File: src/hdl/assert_macros.svh
// assertion macros shared by the roi mean extractor rtl
// no dependencies; bodies are empty when SYNTHESIS is defined
`ifndef ASSERT_MACROS_SVH
`define ASSERT_MACROS_SVH
`ifndef SYNTHESIS
// property must hold at every rising edge outside reset
`define ASSERT_PROP(lbl, clk, rst, prop) \
  lbl: assert property (@(posedge clk) disable iff (rst) prop) \
    else $error("assertion failed");
// condition must never be seen outside reset
`define ASSERT_NEVER(lbl, clk, rst, cond) \
  lbl: assert property (@(posedge clk) disable iff (rst) !(cond)) \
    else $error("forbidden condition seen");
`else
`define ASSERT_PROP(lbl, clk, rst, prop)
`define ASSERT_NEVER(lbl, clk, rst, cond)
`endif
`endif

File: src/hdl/crme_pkg.sv
// shared constants, types and register codes for the roi mean extractor
// no dependencies
package crme_pkg;

  // frame geometry
  localparam int MAX_DIM    = 4096;
  localparam int DIM_W      = $clog2(MAX_DIM);
  localparam int FWIDTH_W   = DIM_W + 1;
  localparam int MAX_RADIUS = 63;
  localparam int RAD_W      = 6;
  localparam int SQ_W       = 2 * RAD_W;

  // datapath widths
  localparam int PIX_W      = 16;
  localparam int SUM_W      = 30;
  localparam int CNT_W      = 14;
  localparam int MEAN_W     = 20;
  localparam int FRAC_BITS  = 4;
  localparam int DIVIDEND_W = SUM_W + FRAC_BITS;
  localparam int STEP_W     = $clog2(DIVIDEND_W);
  localparam logic [CNT_W-1:0] COUNT_MAX = {CNT_W{1'b1}};

  // queue between front and back
  localparam int QUEUE_DEPTH = 2;
  localparam int QPTR_W      = $clog2(QUEUE_DEPTH);
  localparam int QFILL_W     = $clog2(QUEUE_DEPTH + 1);

  // configuration port
  localparam int CFG_IDX_W  = 3;
  localparam int CFG_DATA_W = 16;

  typedef enum logic [CFG_IDX_W-1:0] {
    REG_CENTER_X         = 3'd0,
    REG_CENTER_Y         = 3'd1,
    REG_ROI_RADIUS       = 3'd2,
    REG_BACKGROUND_LEVEL = 3'd3,
    REG_FRAME_WIDTH      = 3'd4
  } cfg_reg_t;

  typedef struct packed {
    logic [DIM_W-1:0]    center_x;
    logic [DIM_W-1:0]    center_y;
    logic [RAD_W-1:0]    roi_radius;
    logic [PIX_W-1:0]    background_level;
    logic [FWIDTH_W-1:0] frame_width;
  } crme_cfg_t;

  // one frame's totals handed from front to back
  typedef struct packed {
    logic [SUM_W-1:0] sum;
    logic [CNT_W-1:0] count;
  } crme_acc_t;

  typedef enum logic [1:0] {
    BK_IDLE,
    BK_DIV,
    BK_HOLD
  } back_state_t;

endpackage

File: src/hdl/crme_pixel_if.sv
// pixel channel: valid/ready handshake carrying one camera sample per item
// depends on crme_pkg
interface crme_pixel_if import crme_pkg::*; ();
  logic             valid;
  logic             ready;
  logic [PIX_W-1:0] pixel_value;
  logic             frame_end;

  modport source (output valid, output pixel_value, output frame_end, input ready);
  modport sink   (input valid, input pixel_value, input frame_end, output ready);
endinterface

File: src/hdl/crme_result_if.sv
// result channel: valid/ready handshake carrying one frame result per item
// depends on crme_pkg
interface crme_result_if import crme_pkg::*; ();
  logic              valid;
  logic              ready;
  logic [MEAN_W-1:0] mean_x16;
  logic [CNT_W-1:0]  pixel_total;
  logic              roi_empty;

  modport source (output valid, output mean_x16, output pixel_total, output roi_empty,
                  input ready);
  modport sink   (input valid, input mean_x16, input pixel_total, input roi_empty,
                  output ready);
endinterface

File: src/hdl/crme_front.sv
// front end: position counters, disk test and per-frame accumulation
// depends on crme_pkg, crme_pixel_if and assert_macros.svh
`include "assert_macros.svh"
module crme_front import crme_pkg::*; (
  input  logic               clk,
  input  logic               rst,
  input  crme_cfg_t          cfg,
  crme_pixel_if.sink         pixel_in,
  input  logic               q_full,
  output logic               push,
  output crme_acc_t          push_acc
);

  logic [DIM_W-1:0]    column_count;
  logic [DIM_W-1:0]    row_count;
  logic [SUM_W-1:0]    roi_sum;
  logic [CNT_W-1:0]    roi_count;

  logic                accept;
  logic [DIM_W-1:0]    adx;
  logic [DIM_W-1:0]    ady;
  logic                near;
  logic [SQ_W-1:0]     dx2;
  logic [SQ_W-1:0]     dy2;
  logic [SQ_W:0]       dist2;
  logic [SQ_W-1:0]     r2;
  logic                in_disk;
  logic                take;
  logic [PIX_W-1:0]    level;
  logic [SUM_W-1:0]    sum_upd;
  logic [CNT_W-1:0]    count_upd;
  logic [FWIDTH_W-1:0] col_inc;
  logic [FWIDTH_W-1:0] row_inc;
  logic                col_wrap;
  logic                row_wrap;

  // handshake: stall only when the queue cannot take a frame result
  assign pixel_in.ready = !q_full;
  assign accept         = pixel_in.valid && pixel_in.ready;

  // distance to the centre, rejected early when beyond the largest radius
  assign adx  = (column_count >= cfg.center_x) ? column_count - cfg.center_x
                                               : cfg.center_x - column_count;
  assign ady  = (row_count >= cfg.center_y) ? row_count - cfg.center_y
                                            : cfg.center_y - row_count;
  assign near = (adx <= DIM_W'(MAX_RADIUS)) && (ady <= DIM_W'(MAX_RADIUS));

  // small squares on the low bits only
  assign dx2     = adx[RAD_W-1:0] * adx[RAD_W-1:0];
  assign dy2     = ady[RAD_W-1:0] * ady[RAD_W-1:0];
  assign dist2   = {1'b0, dx2} + {1'b0, dy2};
  assign r2      = cfg.roi_radius * cfg.roi_radius;
  assign in_disk = near && (dist2 <= {1'b0, r2});

  // background removal clamped at zero, count saturates
  assign take      = accept && in_disk && (roi_count != COUNT_MAX);
  assign level     = (pixel_in.pixel_value > cfg.background_level)
                     ? pixel_in.pixel_value - cfg.background_level : '0;
  assign sum_upd   = take ? roi_sum + SUM_W'(level) : roi_sum;
  assign count_upd = take ? roi_count + CNT_W'(1) : roi_count;

  // frame result goes to the queue with the last pixel included
  assign push           = accept && pixel_in.frame_end;
  assign push_acc.sum   = sum_upd;
  assign push_acc.count = count_upd;

  // raster position stepping
  assign col_inc  = {1'b0, column_count} + FWIDTH_W'(1);
  assign row_inc  = {1'b0, row_count} + FWIDTH_W'(1);
  assign col_wrap = (col_inc == cfg.frame_width) || (col_inc >= FWIDTH_W'(MAX_DIM));
  assign row_wrap = (row_inc >= FWIDTH_W'(MAX_DIM));

  always_ff @(posedge clk) begin
    if (rst) begin
      column_count <= '0;
      row_count    <= '0;
      roi_sum      <= '0;
      roi_count    <= '0;
    end else if (accept) begin
      if (pixel_in.frame_end) begin
        column_count <= '0;
        row_count    <= '0;
        roi_sum      <= '0;
        roi_count    <= '0;
      end else begin
        roi_sum   <= sum_upd;
        roi_count <= count_upd;
        if (col_wrap) begin
          column_count <= '0;
          row_count    <= row_wrap ? '0 : row_inc[DIM_W-1:0];
        end else begin
          column_count <= col_inc[DIM_W-1:0];
        end
      end
    end
  end

  `ASSERT_PROP(a_frame_clears, clk, rst, push |=> !(|{column_count, row_count, roi_count, roi_sum}))
  `ASSERT_NEVER(a_push_when_full, clk, rst, push && q_full)

endmodule

File: src/hdl/crme_queue.sv
// short queue of frame totals between front and back
// depends on crme_pkg and assert_macros.svh
`include "assert_macros.svh"
module crme_queue import crme_pkg::*; (
  input  logic      clk,
  input  logic      rst,
  input  logic      push,
  input  crme_acc_t push_acc,
  output logic      full,
  input  logic      pop,
  output crme_acc_t pop_acc,
  output logic      empty
);

  crme_acc_t            entries [QUEUE_DEPTH];
  logic [QPTR_W-1:0]    wr_ptr;
  logic [QPTR_W-1:0]    rd_ptr;
  logic [QFILL_W-1:0]   fill;

  assign full    = (fill == QFILL_W'(QUEUE_DEPTH));
  assign empty   = (fill == '0);
  assign pop_acc = entries[rd_ptr];

  // payload store
  always_ff @(posedge clk) begin
    if (push) begin
      entries[wr_ptr] <= push_acc;
    end
  end

  // pointers and fill level
  always_ff @(posedge clk) begin
    if (rst) begin
      wr_ptr <= '0;
      rd_ptr <= '0;
      fill   <= '0;
    end else begin
      if (push) begin
        wr_ptr <= (wr_ptr == QPTR_W'(QUEUE_DEPTH - 1)) ? '0 : wr_ptr + QPTR_W'(1);
      end
      if (pop) begin
        rd_ptr <= (rd_ptr == QPTR_W'(QUEUE_DEPTH - 1)) ? '0 : rd_ptr + QPTR_W'(1);
      end
      if (push && !pop) begin
        fill <= fill + QFILL_W'(1);
      end else if (pop && !push) begin
        fill <= fill - QFILL_W'(1);
      end
    end
  end

  `ASSERT_NEVER(a_overfill, clk, rst, fill > QFILL_W'(QUEUE_DEPTH))
  `ASSERT_NEVER(a_pop_empty, clk, rst, pop && empty)

endmodule

File: src/hdl/crme_back.sv
// back end: bit-serial mean division and result output register
// depends on crme_pkg, crme_result_if and assert_macros.svh
`include "assert_macros.svh"
module crme_back import crme_pkg::*; (
  input  logic        clk,
  input  logic        rst,
  input  logic        q_empty,
  input  crme_acc_t   q_acc,
  output logic        pop,
  crme_result_if.source result_out
);

  back_state_t            state;
  back_state_t            state_next;
  logic [CNT_W-1:0]       divisor;
  logic [CNT_W-1:0]       rem;
  logic [DIVIDEND_W-1:0]  quo;
  logic [STEP_W-1:0]      step;
  logic                   out_valid;
  logic [MEAN_W-1:0]      out_mean;
  logic [CNT_W-1:0]       out_total;
  logic                   out_empty;

  logic                   load_out;
  logic [CNT_W:0]         shifted;
  logic [CNT_W:0]         diff;
  logic                   ge;
  logic                   last_step;

  // one quotient bit per cycle
  assign shifted   = {rem, quo[DIVIDEND_W-1]};
  assign diff      = shifted - {1'b0, divisor};
  assign ge        = (shifted >= {1'b0, divisor});
  assign last_step = (step == STEP_W'(DIVIDEND_W - 1));

  // state register
  always_ff @(posedge clk) begin
    if (rst) begin
      state <= BK_IDLE;
    end else begin
      state <= state_next;
    end
  end

  // next state and control
  always_comb begin
    state_next = state;
    pop        = 1'b0;
    load_out   = 1'b0;
    unique case (state)
      BK_IDLE: begin
        if (!q_empty) begin
          pop        = 1'b1;
          state_next = BK_DIV;
        end
      end
      BK_DIV: begin
        if (last_step) begin
          state_next = BK_HOLD;
        end
      end
      BK_HOLD: begin
        if (!out_valid || result_out.ready) begin
          load_out   = 1'b1;
          state_next = BK_IDLE;
        end
      end
      default: state_next = BK_IDLE;
    endcase
  end

  // divider datapath
  always_ff @(posedge clk) begin
    if (pop) begin
      divisor <= q_acc.count;
      rem     <= '0;
      quo     <= {q_acc.sum, {FRAC_BITS{1'b0}}};
      step    <= '0;
    end else if (state == BK_DIV) begin
      rem  <= ge ? diff[CNT_W-1:0] : shifted[CNT_W-1:0];
      quo  <= {quo[DIVIDEND_W-2:0], ge};
      step <= step + STEP_W'(1);
    end
  end

  // output register
  always_ff @(posedge clk) begin
    if (rst) begin
      out_valid <= 1'b0;
    end else if (load_out) begin
      out_valid <= 1'b1;
    end else if (result_out.ready) begin
      out_valid <= 1'b0;
    end
  end

  always_ff @(posedge clk) begin
    if (load_out) begin
      out_total <= divisor;
      out_empty <= (divisor == '0);
      out_mean  <= (divisor == '0) ? '0 : quo[MEAN_W-1:0];
    end
  end

  assign result_out.valid       = out_valid;
  assign result_out.mean_x16    = out_mean;
  assign result_out.pixel_total = out_total;
  assign result_out.roi_empty   = out_empty;

  `ASSERT_PROP(a_empty_mean_zero, clk, rst, (out_valid && out_empty) |-> !(|{out_mean, out_total}))
  `ASSERT_PROP(a_pop_starts_div, clk, rst, pop |=> (state == BK_DIV && step == '0))

endmodule

File: src/hdl/circular_roi_mean_extractor.sv
// Circular ROI mean extractor. Pixels enter in raster order at one per clock on pixel_in; the
// last pixel of a frame carries frame_end. Each pixel inside the disk of radius roi_radius
// around (center_x, center_y) has background_level removed (clamped at zero) and is summed
// and counted. Once the frame_end pixel is taken, the frame totals go into a two-entry queue
// and a bit-serial divider produces 16*sum/count, truncated, one quotient bit per cycle; it
// pops the next totals only after loading its result into the output register, so pixel_in
// stalls only when two finished frames are still waiting in the queue. The user must see that
// configuration registers are written through cfg_we/cfg_index/cfg_wdata only while the block
// is idle; the block itself does not enforce this. Unknown indexes are ignored.
// depends on crme_pkg, crme_pixel_if, crme_result_if, crme_front, crme_queue, crme_back
module circular_roi_mean_extractor import crme_pkg::*; (
  input  logic                  clk,
  input  logic                  rst,
  input  logic                  cfg_we,
  input  logic [CFG_IDX_W-1:0]  cfg_index,
  input  logic [CFG_DATA_W-1:0] cfg_wdata,
  crme_pixel_if.sink            pixel_in,
  crme_result_if.source         result_out
);

  crme_cfg_t cfg;
  logic      q_full;
  logic      q_empty;
  logic      push;
  logic      pop;
  crme_acc_t push_acc;
  crme_acc_t pop_acc;

  // configuration registers
  always_ff @(posedge clk) begin
    if (rst) begin
      cfg.center_x         <= '0;
      cfg.center_y         <= '0;
      cfg.roi_radius       <= RAD_W'(8);
      cfg.background_level <= PIX_W'(35);
      cfg.frame_width      <= FWIDTH_W'(512);
    end else if (cfg_we) begin
      unique case (cfg_reg_t'(cfg_index))
        REG_CENTER_X:         cfg.center_x         <= cfg_wdata[DIM_W-1:0];
        REG_CENTER_Y:         cfg.center_y         <= cfg_wdata[DIM_W-1:0];
        REG_ROI_RADIUS:       cfg.roi_radius       <= cfg_wdata[RAD_W-1:0];
        REG_BACKGROUND_LEVEL: cfg.background_level <= cfg_wdata[PIX_W-1:0];
        REG_FRAME_WIDTH:      cfg.frame_width      <= cfg_wdata[FWIDTH_W-1:0];
        default: ;
      endcase
    end
  end

  // pixel side
  crme_front u_front (
    .clk      (clk),
    .rst      (rst),
    .cfg      (cfg),
    .pixel_in (pixel_in),
    .q_full   (q_full),
    .push     (push),
    .push_acc (push_acc)
  );

  // frame totals queue
  crme_queue u_queue (
    .clk      (clk),
    .rst      (rst),
    .push     (push),
    .push_acc (push_acc),
    .full     (q_full),
    .pop      (pop),
    .pop_acc  (pop_acc),
    .empty    (q_empty)
  );

  // division and result side
  crme_back u_back (
    .clk        (clk),
    .rst        (rst),
    .q_empty    (q_empty),
    .q_acc      (pop_acc),
    .pop        (pop),
    .result_out (result_out)
  );

endmodule
File: src/flat_wrapper.sv
// flat-port wrapper written by rule: the top's interface ports become plain ports
module circular_roi_mean_extractor_flat import crme_pkg::*;
  (clk, rst, cfg_we, cfg_index, cfg_wdata, pixel_in_valid, pixel_in_pixel_value, pixel_in_frame_end, pixel_in_ready, result_out_valid, result_out_mean_x16, result_out_pixel_total, result_out_roi_empty, result_out_ready);
  crme_pixel_if pixel_in_i ();
  crme_result_if result_out_i ();
  input  logic clk;
  input  logic rst;
  input  logic cfg_we;
  input  logic [CFG_IDX_W-1:0] cfg_index;
  input  logic [CFG_DATA_W-1:0] cfg_wdata;
  input wire logic [$bits(pixel_in_i.valid)-1:0] pixel_in_valid;
  input wire logic [$bits(pixel_in_i.pixel_value)-1:0] pixel_in_pixel_value;
  input wire logic [$bits(pixel_in_i.frame_end)-1:0] pixel_in_frame_end;
  output wire logic [$bits(pixel_in_i.ready)-1:0] pixel_in_ready;
  output wire logic [$bits(result_out_i.valid)-1:0] result_out_valid;
  output wire logic [$bits(result_out_i.mean_x16)-1:0] result_out_mean_x16;
  output wire logic [$bits(result_out_i.pixel_total)-1:0] result_out_pixel_total;
  output wire logic [$bits(result_out_i.roi_empty)-1:0] result_out_roi_empty;
  input wire logic [$bits(result_out_i.ready)-1:0] result_out_ready;
  assign pixel_in_i.valid = pixel_in_valid;
  assign pixel_in_i.pixel_value = pixel_in_pixel_value;
  assign pixel_in_i.frame_end = pixel_in_frame_end;
  assign pixel_in_ready = pixel_in_i.ready;
  assign result_out_valid = result_out_i.valid;
  assign result_out_mean_x16 = result_out_i.mean_x16;
  assign result_out_pixel_total = result_out_i.pixel_total;
  assign result_out_roi_empty = result_out_i.roi_empty;
  assign result_out_i.ready = result_out_ready;
  circular_roi_mean_extractor u_core (.clk(clk), .rst(rst), .cfg_we(cfg_we), .cfg_index(cfg_index), .cfg_wdata(cfg_wdata), .pixel_in(pixel_in_i), .result_out(result_out_i));
endmodule
File: config.mk
export PLATFORM = sky130hd
export DESIGN_NAME = circular_roi_mean_extractor_flat
export DESIGN_NICKNAME = d
export VERILOG_FILES = /design/src/hdl/crme_pkg.sv /design/src/hdl/crme_pixel_if.sv /design/src/hdl/crme_result_if.sv /design/src/hdl/crme_front.sv /design/src/hdl/crme_queue.sv /design/src/hdl/crme_back.sv /design/src/hdl/circular_roi_mean_extractor.sv /design/src/flat_wrapper.sv
export VERILOG_INCLUDE_DIRS = /design/src /design/src/hdl
export SDC_FILE = /design/constraint.sdc
export NUM_CORES = 1
export LEC_CHECK = 0
export BUFFER_PORTS_ARGS = -buffer_cell sky130_fd_sc_hd__buf_2
export CAP_MARGIN = 30
export CELL_PAD_IN_SITES_DETAIL_PLACEMENT = 1
export CELL_PAD_IN_SITES_GLOBAL_PLACEMENT = 2
export CORE_MARGIN = 10
export CORE_UTILIZATION = 43
export DETAILED_ROUTE_END_ITERATION = 10
export GPL_ROUTABILITY_DRIVEN = 0
export GPL_TIMING_DRIVEN = 0
export PLACE_DENSITY_LB_ADDON = 0.1
export SLEW_MARGIN = 20
export SYNTH_ARGS = -nofsm -noshare
export SYNTH_HDL_FRONTEND = slang
export SYNTH_SLANG_ARGS = --single-unit
File: constraint.sdc
create_clock -name clk -period 17.6 [get_ports clk]
set_clock_uncertainty 0.05 [all_clocks]
set_input_delay 3.52 -clock clk [delete_from_list [all_inputs] [get_ports clk]]
set_output_delay 3.52 -clock clk [all_outputs]
set_load 0.1 [all_outputs]
==> impl_metrics.env, run 1 <==
export IMPL_hold_path_class="reg -> reg"
export IMPL_clkTransAtPathRegs_ps=50
export IMPL_criticalPathCategory="reg -> reg"
export IMPL_cp_data_required_time_ps=17930
export IMPL_start_util_pct=43.24
export IMPL_crit_end="u_core.u_queue.entries[1][16]"
export IMPL_grt_antenna_before_repair=1
export IMPL_ios=78
export IMPL_clock_sinks=326
export IMPL_cpPeakStageDelay_ps=610
export IMPL_vias=15340
export IMPL_drtIter0Drc=693
export IMPL_ys_types=76
export IMPL_fp_coreArea_mm2=0.04636
export IMPL_internal_power_mw=1.707
export IMPL_port_buffers=77
export IMPL_routed_via_density=5.326
export IMPL_finalSetupTns_ps=0
export IMPL_seq_area_mm2=0.008198
export IMPL_switching_share_pct=35.11
export IMPL_ir_drop_mv=0.1248
export IMPL_multi_input_area_mm2=0.01078
export IMPL_tritoncts="done"
export IMPL_finalMaxSlewViolations=0
export IMPL_layout_min_cycle_time_ps=11070
export IMPL_pwr_share_clk_pct=29.8
export IMPL_h_tree_depth=2
export IMPL_clock_latency_ps=560
export IMPL_syn_inst=2120
export IMPL_setup_violations=0
export IMPL_grt_max_degree=32
export IMPL_route_antenna_remaining_nets=0
export IMPL_grt_pass1_wl_um=88280
export IMPL_endpoint_kind="flip-flop"
export IMPL_slowest_stage="xor2_1"
export IMPL_clockBufferDepth=3
export IMPL_die_area_mm2=0.05565
export IMPL_hold_violations=0
export IMPL_seq_area_frac_synth_pct=40.90
export IMPL_synth_seq_cells=326
export IMPL_cts_hold_buffers=0
export IMPL_syn_area_mm2=0.02004
export IMPL_ys_async_sr_fraction_pct=0
export IMPL_combPwrFrac_pct=31.7
export IMPL_relSlewSlack_pct=36.11
export IMPL_synth_edff_count=167
export IMPL_synth_nets=2358
export IMPL_cts_setup_buffers=0
export IMPL_hpwl_um=42640
export IMPL_die_y_um=235.9
export IMPL_cts_root_buf="clkbuf_16"
export IMPL_final_nets=2481
export IMPL_syn2layout_area_growth_pct=12.46
export IMPL_rsz0062_at_grt="false"
export IMPL_maxCapViolCount=0
export IMPL_arrival_ps=11400
export IMPL_critPathLaunchType="flip-flop"
export IMPL_switchingPower_uw=923.7
export IMPL_crit_start="u_core.u_front.column_count[2]"
export IMPL_die_w_um=235.9
export IMPL_wl_per_cell_um=19.14
export IMPL_tightestPinTransition_ps=958.4
export IMPL_timing_rr_end="u_core.u_queue.entries[1][16]"
export IMPL_cts_buffers=39
export IMPL_final_util_pct=48.62
export IMPL_grt_use_total_pct=19.43
export IMPL_path_common_cell="fa_1"
export IMPL_power_density_mw_per_mm2=116.7
export IMPL_synth_ff_type="edfxtp_1"
export IMPL_post_route_drc_count=0
export IMPL_p_leak_nw=9.207
export IMPL_avgSynthCellArea_um2=9.455
export IMPL_r2r_start="u_core.u_front.column_count[2]"
export IMPL_whs_path_depth=2
export IMPL_ys_warn_count=0
export IMPL_dr_pass1_iters=5
export IMPL_drive_gt1_share_pct=8.498
export IMPL_cp_max_fo=10
export IMPL_rows=79
export IMPL_grt_pass1_vias=16440
export IMPL_post_route_period_util_pct=62.87
export IMPL_fmax_mhz=90.37
export IMPL_p_seq_share_pct=38.5
export IMPL_outcome="complete, no violations"
export IMPL_cts_resized=0
export IMPL_r2r_slack_ps=6530
export IMPL_routed_wl_um=55120
export IMPL_grt_ovfl_total=0
export IMPL_reg2regPathDepth=39
export IMPL_fillCellCount=5330
## worst min-delay path by stage
stage / start / end / slack (ps)
4_1_cts: u_core.cfg[23] / u_core.cfg[23] / 410
3_5_place_dp: u_core.cfg[23] / u_core.cfg[23] / 400
5_1_grt: u_core.cfg[27] / u_core.cfg[27] / 430
6_report: u_core.cfg[23] / u_core.cfg[23] / 400
2_1_floorplan: u_core.cfg[15] / u_core.cfg[15] / 390
3_3_place_gp: u_core.cfg[24] / u_core.cfg[24] / 390
## power groups by stage
stage / logic (mW) / clock network, mW / registers, mW
2_1_floorplan: 0.538 / 0 / 1.09
3_3_place_gp: 0.810 / 0 / 1.03
3_5_place_dp: 0.841 / 0 / 1.03
4_1_cts: 0.848 / 0.807 / 1.01
5_1_grt: 0.928 / 0.838 / 1.02
6_report: 0.835 / 0.784 / 1.01
## per-layer routing
layer,up-vias,part of all wire [%],wire length [µm],global-route usage (%)
li1,7602,-,-,-
met1,7454,44,24370,23.63
met2,204,49,27190,34.39
met3,80,3.2,1766,2.545
met4,0,3.2,1789,7.110
met5,-,0,0,0
## registers in the layout, summed over array words and instances (netlist names), 12 cells and up, named ones only
name	count
u_core.u_back.divisor	14
u_core.u_front.row_count	12
u_core.u_back.result_out.mean_x16	20
u_core.u_back.result_out.pixel_total	14
u_core.u_front.roi_sum	30
u_core.u_front.roi_count	14
u_core.u_queue.entries	88
u_core.u_back.quo	34
u_core.u_front.column_count	12
u_core.cfg	59
u_core.u_back.rem	14
## layout make-up
| type | instances | area share [%] |
|---|---|---|
| Tap cell | 607 | 3.369 |
| Timing Repair Buffer | 82 | 2.154 |
| Sequential cell | 326 | 36.37 |
| Multi-Input combinational cell | 1512 | 47.83 |
| Clock buffer | 56 | 4.879 |
| Inverter | 202 | 3.364 |
| Antenna cell | 2 | 0.02220 |
| Clock inverter | 13 | 0.5828 |
| Buffer | 80 | 1.432 |
## cell usage in the layout (no fill, tap or decap), drive strengths merged, types with 64 or more instances in the layout
cell type,netlist,routed
nand2,257,257
inv,201,203
edfxtp,167,167
dfxtp,159,159
a21oi,152,152
ha,148,148
o21ai,127,127
clkbuf,70,126
nor2,121,121
buf,10,92
xnor2,78,78
mux2i,64,64
## metrics by stage
stage,total power [mW],area [µm²],worst slack [ps],hold WS (ps),instances
finish,2.631,22540,6535,404.5,2880
global route,2.791,22540,5654,429.7,2878
floorplan,1.631,20040,8437,386.3,2120
detailed placement,1.870,21310,6432,402.6,2809
global placement,1.838,21190,6649,394.7,2804
CTS,2.669,22540,6384,410.0,2878
## Yosys cell counts, drive strengths merged (25+ instances only)
cell type,n,area (µm²)
inv,201,754.5
clkbuf,70,262.8
nand3,40,205.2
xor2,52,455.4
mux2i,64,640.6
o21ai,127,635.6
dfxtp,159,3183
nor2,121,454.2
xnor2,78,683.2
a21oi,152,764.5
ha,148,1852
nand4,25,156.4
and3,33,206.5
edfxtp,167,5015
nand2,257,964.7
a21o,40,300.3
fa,49,980.9
and2,54,337.8
## cell families (layout without fill, tap and decap cells)
| family | after synthesis | after routing | synth area share [%] |
|---|---|---|---|
| simple gates | 660 | 660 | 15.97 |
| fa+ha+maj | 197 | 197 | 14.13 |
| buf+inv | 282 | 433 | 5.393 |
| compound gates | 441 | 441 | 13.61 |
| flops | 326 | 326 | 40.90 |
| other cells | 0 | 2 | 0 |
| xor+xnor | 130 | 130 | 5.680 |
| mux | 84 | 84 | 4.320 |
## critical path: cells and delay by family (launching register included)
family	cells	cell delay, ps
mux	1	200
simple gates	11	2020
xor+xnor	2	750
fa+ha+maj	8	3590
compound gates	9	2180
buf+inv	8	1620
flops	1	460
Power figures use the tool's default switching activity.
==> inputs of run 2 (changes only) <==
CORE_UTILIZATION = 41   (was 43)
clock period = 11 ns   (was 17.6 ns; I/O delays follow)
==> run 2 against run 1 <==
Effect of this change:
- sequential share of layout area is 0.40 points lower
- die area up 4.5%
- core utilization is 1.2 points lower
- critical endpoint is now u_core.u_front.roi_sum[9]
- largest power group unchanged
- highest routed layer unchanged
==> impl_metrics.env, run 2 (synthesized netlist as in run 1, its figures left out) <==
export IMPL_grt_pass1_vias=16200
export IMPL_power_density_mw_per_mm2=187.9
export IMPL_drive_gt1_share_pct=10.28
export IMPL_maxCapViolCount=0
export IMPL_reg2regPathDepth=39
export IMPL_timing_rr_end="u_core.u_front.roi_sum[9]"
export IMPL_cts_root_buf="clkbuf_16"
export IMPL_syn2layout_area_growth_pct=13.74
export IMPL_h_tree_depth=2
export IMPL_hold_path_class="reg -> reg"
export IMPL_fmax_mhz=96.07
export IMPL_die_w_um=241.1
export IMPL_grt_ovfl_total=0
export IMPL_start_util_pct=41.72
export IMPL_finalSetupTns_ps=0
export IMPL_path_buf_inv=6
export IMPL_ir_drop_mv=0.1148
export IMPL_final_cell_mix="256 x nand2_1, 200 x inv_1, 167 x edfxtp_1, 157 x dfxtp_1, 150 x a21oi_1"
export IMPL_p_leak_nw=9.313
export IMPL_grt_pass1_wl_um=88110
export IMPL_grt_use_total_pct=19.04
export IMPL_cts_hold_buffers=0
export IMPL_cp_data_required_time_ps=11440
export IMPL_dr_pass1_iters=5
export IMPL_hold_violations=0
export IMPL_tritoncts="done"
export IMPL_slowest_stage="fa_1"
export IMPL_routed_wl_um=55250
export IMPL_final_common_cell="nand2_1"
export IMPL_die_y_um=241.1
export IMPL_post_route_drc_count=0
export IMPL_endpoint_kind="flip-flop"
export IMPL_route_antenna_remaining_nets=0
export IMPL_port_buffers=77
export IMPL_fin_ws_ps=590.5
export IMPL_ios=78
export IMPL_hold_end="u_core.cfg[21]"
export IMPL_path_common_cell="fa_1"
export IMPL_clockBufferDepth=3
export IMPL_cp_max_fo=10
export IMPL_fp_coreArea_mm2=0.04805
export IMPL_grt_antenna_before_repair=1
export IMPL_outcome="complete, no violations"
export IMPL_cpPeakStageDelay_ps=650
export IMPL_criticalPathCategory="reg -> reg"
export IMPL_routed_via_density=5.319
export IMPL_die_area_mm2=0.05813
export IMPL_whs_path_depth=2
export IMPL_finalMaxSlewViolations=0
export IMPL_setup_violations=0
export IMPL_clkTransAtPathRegs_ps=60
export IMPL_critPathLaunchType="flip-flop"
export IMPL_drtIter0Drc=758
export IMPL_r2r_start="u_core.u_front.column_count[3]"
export IMPL_arrival_ps=10850
export IMPL_largest_registers="u_core.u_queue.entries (88), u_core.cfg (59), u_core.u_back.quo (34)"
export IMPL_hp_start="u_core.cfg[21]"
export IMPL_grt_max_degree=32
export IMPL_layout_min_cycle_time_ps=10410
export IMPL_post_route_period_util_pct=94.63
export IMPL_final_nets=2485
export IMPL_tightestPinTransition_ps=942.3
export IMPL_rows=80
export IMPL_relSlewSlack_pct=37.18
export IMPL_hpwl_um=43100
export IMPL_largest_register="u_core.u_queue.entries"
export IMPL_r2r_slack_ps=590
export IMPL_preCtsSetupSlack_ps=-166.3
export IMPL_place_inst=2816
export IMPL_clock_sinks=326
export IMPL_cp_depth=39
export IMPL_clock_latency_ps=580
export IMPL_wl_per_cell_um=19.10
export IMPL_vias=15390
export IMPL_crit_family="adder cells"
export IMPL_largest_register_ffs=88
export IMPL_instances_no_fill=2893
export IMPL_cts_buffers=39
run 2: what timing repair did:
item / CTS / global route
pin swaps: 0 / 7
setup buffers: 0 / 9
hold endpoints to repair: 0 / 0
setup endpoints to repair: 74 / 132
gates resized for setup: 6 / 29
run 2: stage by stage:
step | util (%) | hold slack [ps] | power (mW) | instance area (µm²)
after floorplan | - | 386.3 | 2.609 | 20040
after global placement | 44.12 | 394.5 | 2.944 | 21200
after detailed placement | 44.37 | 402.8 | 2.997 | 21320
after CTS | 47.16 | 412.9 | 4.328 | 22660
after global routing | 47.45 | 428.4 | 4.548 | 22800
final | 47.45 | 408.5 | 4.285 | 22800
run 2: final cells by class:
class | count | area [µm²]
well taps | 615 | 769.5
clock buffers | 51 | 1061
plain buffers | 75 | 311.5
repair buffers | 91 | 560.5
inverters | 202 | 758.2
multi-input cells | 1512 | 10900
fillers | 5519 | 25250
diodes | 1 | 2.502
flip-flops and latches | 326 | 8200
clock inverters | 20 | 236.5
run 2: worst reg2reg max path: cells and delay by family (launching register included):
| kind | cells | cell delay (ps) |
|---|---|---|
| adder cells (fa/ha/maj) | 8 | 3600 |
| AND/OR/NAND/NOR | 11 | 2730 |
| AO/OA/AOI/OAI | 11 | 2280 |
| buffers and inverters | 6 | 810 |
| flip-flops | 1 | 430 |
| XOR/XNOR | 2 | 270 |
| multiplexers | 1 | 230 |
run 2: how the worst max path moves through the flow:
stage                                   start                             to  slack, ps
6_report       u_core.u_front.column_count[3]      u_core.u_front.roi_sum[9]        590
5_1_grt        u_core.u_front.column_count[3]     u_core.u_front.roi_sum[21]        -10
2_1_floorplan     u_core.u_front.row_count[0]     u_core.u_front.roi_sum[29]       1840
4_1_cts           u_core.u_front.row_count[0]  u_core.u_queue.entries[0][36]          1
3_5_place_dp      u_core.u_front.row_count[7]  u_core.u_queue.entries[0][36]       -170
3_3_place_gp      u_core.u_front.row_count[7]  u_core.u_queue.entries[1][36]        -10
run 2: routing by layer:
metal	routed length (µm)	GRT usage (%)
met1	24970	24.29
met2	27300	33.06
met3	1550	2.190
met4	1427	6.077
met5	0	0
run 2: power by group:
part	switching, mW	total [mW]	leakage (nW)	internal (mW)
Sequential	0.0982	1.62	2.87	1.52
Combinational	0.875	1.36	5.82	0.480
Clock	0.546	1.31	0.624	0.764
==> inputs of run 3 (changes only) <==
CORE_MARGIN = not set   (was 10)
SYNTH_HIERARCHICAL = 1   (was not set)
==> run 3 against run 2 <==
Effect of this change:
- clock power is 12% lower
- highest routed layer unchanged
- largest cell class unchanged
- synthesized area up 5.5%
- routed wire length is 5.5% higher
- cell count rose by 3.1%
- non-clock buffer count grew 29
- largest power group unchanged
==> impl_metrics.env, run 3 <==
export IMPL_outcome="complete, no violations"
export IMPL_largest_registers="u_core/u_queue/entries (88), u_core/cfg (59), u_core/u_back/quo (34)"
export IMPL_final_common_cell="inv_1"
export IMPL_synth_edff_count=167
export IMPL_grt_ovfl_total=0
export IMPL_start_util_pct=41.89
export IMPL_layout_min_cycle_time_ps=10500
export IMPL_synth_mux_area_share_pct=7.153
export IMPL_grt_antenna_before_repair=0
export IMPL_route_antenna_remaining_nets=0
export IMPL_rows=82
export IMPL_drtIter0Drc=675
export IMPL_routed_via_density=5.474
export IMPL_synthTopCellsByArea="edfxtp_1 24%, dfxtp_1 15%, ha_1 8.8%"
export IMPL_cp_max_fo=10
export IMPL_hpwl_um=45570
export IMPL_ir_drop_mv=0.09576
export IMPL_synth_nets=2393
export IMPL_die_w_um=229.1
export IMPL_tightestPinTransition_ps=961.1
export IMPL_die_y_um=229.1
export IMPL_wl_per_cell_um=19.53
export IMPL_reg2regPathDepth=44
export IMPL_critPathLaunchType="flip-flop"
export IMPL_internal_power_mw=2.713
export IMPL_setup_violations=0
export IMPL_clock_latency_ps=530
export IMPL_final_util_pct=47.31
export IMPL_port_buffers=77
export IMPL_fmax_mhz=95.21
export IMPL_cts_hold_buffers=0
export IMPL_post_route_drc_count=0
export IMPL_relSlewSlack_pct=35.63
export IMPL_synth_top_family_by_area="simple AND/OR/NAND/NOR gates"
export IMPL_pwr_share_clk_pct=27.9
export IMPL_seq_area_frac_synth_pct=38.76
export IMPL_ys_warn_count=6
export IMPL_synthAdderAreaFrac_pct=13.45
export IMPL_synth_xor_xnor_area_share_pct=4.928
export IMPL_clkTransAtPathRegs_ps=60
export IMPL_largest_register="u_core/u_queue/entries"
export IMPL_finalMaxSlewViolations=0
export IMPL_cts_root_buf="clkbuf_16"
export IMPL_synth_ff_type="edfxtp_1"
export IMPL_ys_async_sr_fraction_pct=0
export IMPL_yosysMostFrequentCell="inv_1"
export IMPL_routed_wl_um=58270
export IMPL_fp_coreArea_mm2=0.05048
export IMPL_n_antenna_cell=0
export IMPL_grt_max_degree=32
export IMPL_syn_inst=2154
export IMPL_syn2layout_area_growth_pct=12.93
export IMPL_whs_path_depth=2
export IMPL_criticalPathCategory="reg -> reg"
export IMPL_combPwrFrac_pct=33.2
export IMPL_die_area_mm2=0.05249
export IMPL_cts_buffers=35
export IMPL_synth_top_cell_area_share_pct=23.71
export IMPL_grt_pass1_wl_um=94470
export IMPL_cpPeakStageDelay_ps=610
export IMPL_power_density_mw_per_mm2=173.3
export IMPL_switchingPower_mw=1.427
export IMPL_final_nets=2525
export IMPL_dpl_instance_area_mm2=0.02248
export IMPL_tritoncts="done"
export IMPL_maxCapViolCount=0
export IMPL_vias=16330
export IMPL_ios=78
export IMPL_switching_share_pct=34.46
export IMPL_largest_register_ffs=88
export IMPL_ys_types=87
export IMPL_synth_simple_area_share_pct=15.25
export IMPL_synth_compound_area_share_pct=14.79
export IMPL_syn_area_mm2=0.02115
export IMPL_h_tree_depth=2
export IMPL_hold_path_class="reg -> reg"
export IMPL_grt_use_total_pct=22.39
export IMPL_clockBufferDepth=3
export IMPL_fillCellCount=5681
export IMPL_avgSynthCellArea_um2=9.818
export IMPL_slowest_stage="fa_1"
export IMPL_path_common_cell="inv_1"
export IMPL_p_seq_share_pct=38.9
export IMPL_dr_pass1_iters=5
export IMPL_synth_seq_cells=326
export IMPL_arrival_ps=10900
export IMPL_synth_largest_area_cell="edfxtp_1"
export IMPL_final_cell_mix="194 x inv_1, 167 x edfxtp_1, 158 x dfxtp_1, 148 x ha_1, 122 x nor2_1"
export IMPL_clock_sinks=326
export IMPL_drive_gt1_share_pct=12.98
export IMPL_grt_pass1_vias=17380
export IMPL_hold_violations=0
export IMPL_post_route_period_util_pct=95.49
export IMPL_cp_data_required_time_ps=11400
export IMPL_yosys_top_cells_count="195 x inv_1, 167 x edfxtp_1, 159 x dfxtp_1, 149 x ha_1, 123 x a21oi_1"
export IMPL_p_leak_nw=10.00
export IMPL_fin_area_mm2=0.02388
export IMPL_endpoint_kind="flip-flop"
## run 3: timing repair
action / 4_1_cts / 5_1_grt
pin swaps: 5 / 7
resized for setup: 15 / 29
endpoints found under the setup margin: 132 / 131
setup buffers: 7 / 7
gates cloned: 0 / 0
## run 3: logic make-up after synthesis
logic type      count (synthesis)
simple gates                  604
compound gates                469
flops                         326
buf+inv                       295
fa+ha+maj                     198
mux                           143
xor+xnor                      119
## run 3: cell type report
class / count / area [µm²] / share of cell area, %
tap: 672 / 840.8 / 3.521
multi-input combinational: 1533 / 11910 / 49.88
timing repair buffer: 95 / 578.1 / 2.420
sequential: 326 / 8199 / 34.33
inverter: 195 / 732.0 / 3.065
clock inverter: 10 / 107.6 / 0.4505
buffer: 100 / 496.7 / 2.080
clock buffer: 53 / 1016 / 4.254
## run 3: worst max-delay path, delay by kind of cell, from the launching register on
kind	cells	cell delay, ps
xor+xnor	3	840
simple gates	7	1410
fa+ha+maj	8	3270
buf+inv	11	1480
mux	1	290
flops	1	390
compound gates	14	2670
## run 3: path summary, 6_finish.rpt
path / start / endpoint / slack [ps]
max: u_core/cfg[38] / u_core/u_front/roi_sum[19] / 500
min reg2reg: u_core/u_back/quo[2] / u_core/u_back/quo[3] / 410
max reg2reg: u_core/cfg[38] / u_core/u_front/roi_sum[19] / 500
min: u_core/u_back/quo[2] / u_core/u_back/quo[3] / 410
## run 3: layer usage
| layer | wire length [µm] | up-vias | global-route usage (%) | part of all wire, % |
|---|---|---|---|---|
| met5 | 0 | - | 0 | 0 |
| met3 | 1263 | 83 | 1.955 | 2.2 |
| met1 | 25220 | 8085 | 27.13 | 43 |
| li1 | - | 7944 | - | - |
| met2 | 30060 | 221 | 41.38 | 52 |
| met4 | 1725 | 0 | 7.417 | 3.0 |
## run 3: stage by stage
step / setup slack [ps] / setup TNS (ps) / total power, mW / cells / hold WS, ps
floorplan: 1198 / 0 / 2.566 / 2154 / 376.7
global placement: -1514 / -163450 / 2.952 / 2903 / 393.0
detailed placement: -1342 / -141570 / 2.992 / 2907 / 404.7
CTS: 12.37 / 0 / 4.174 / 2977 / 409.6
global route: -21.10 / -98.15 / 4.384 / 2984 / 427.2
finish: 496.6 / 0 / 4.140 / 2984 / 409.7
## run 3: power groups by stage
stage                     Sequential, mW  Clock [mW]  Combinational (mW)
after floorplan                     1.58           0               0.990
after global placement              1.63           0                1.32
after detailed placement            1.64           0                1.36
after CTS                           1.61        1.19                1.38
after global routing                1.63        1.23                1.53
final                               1.61        1.15                1.38
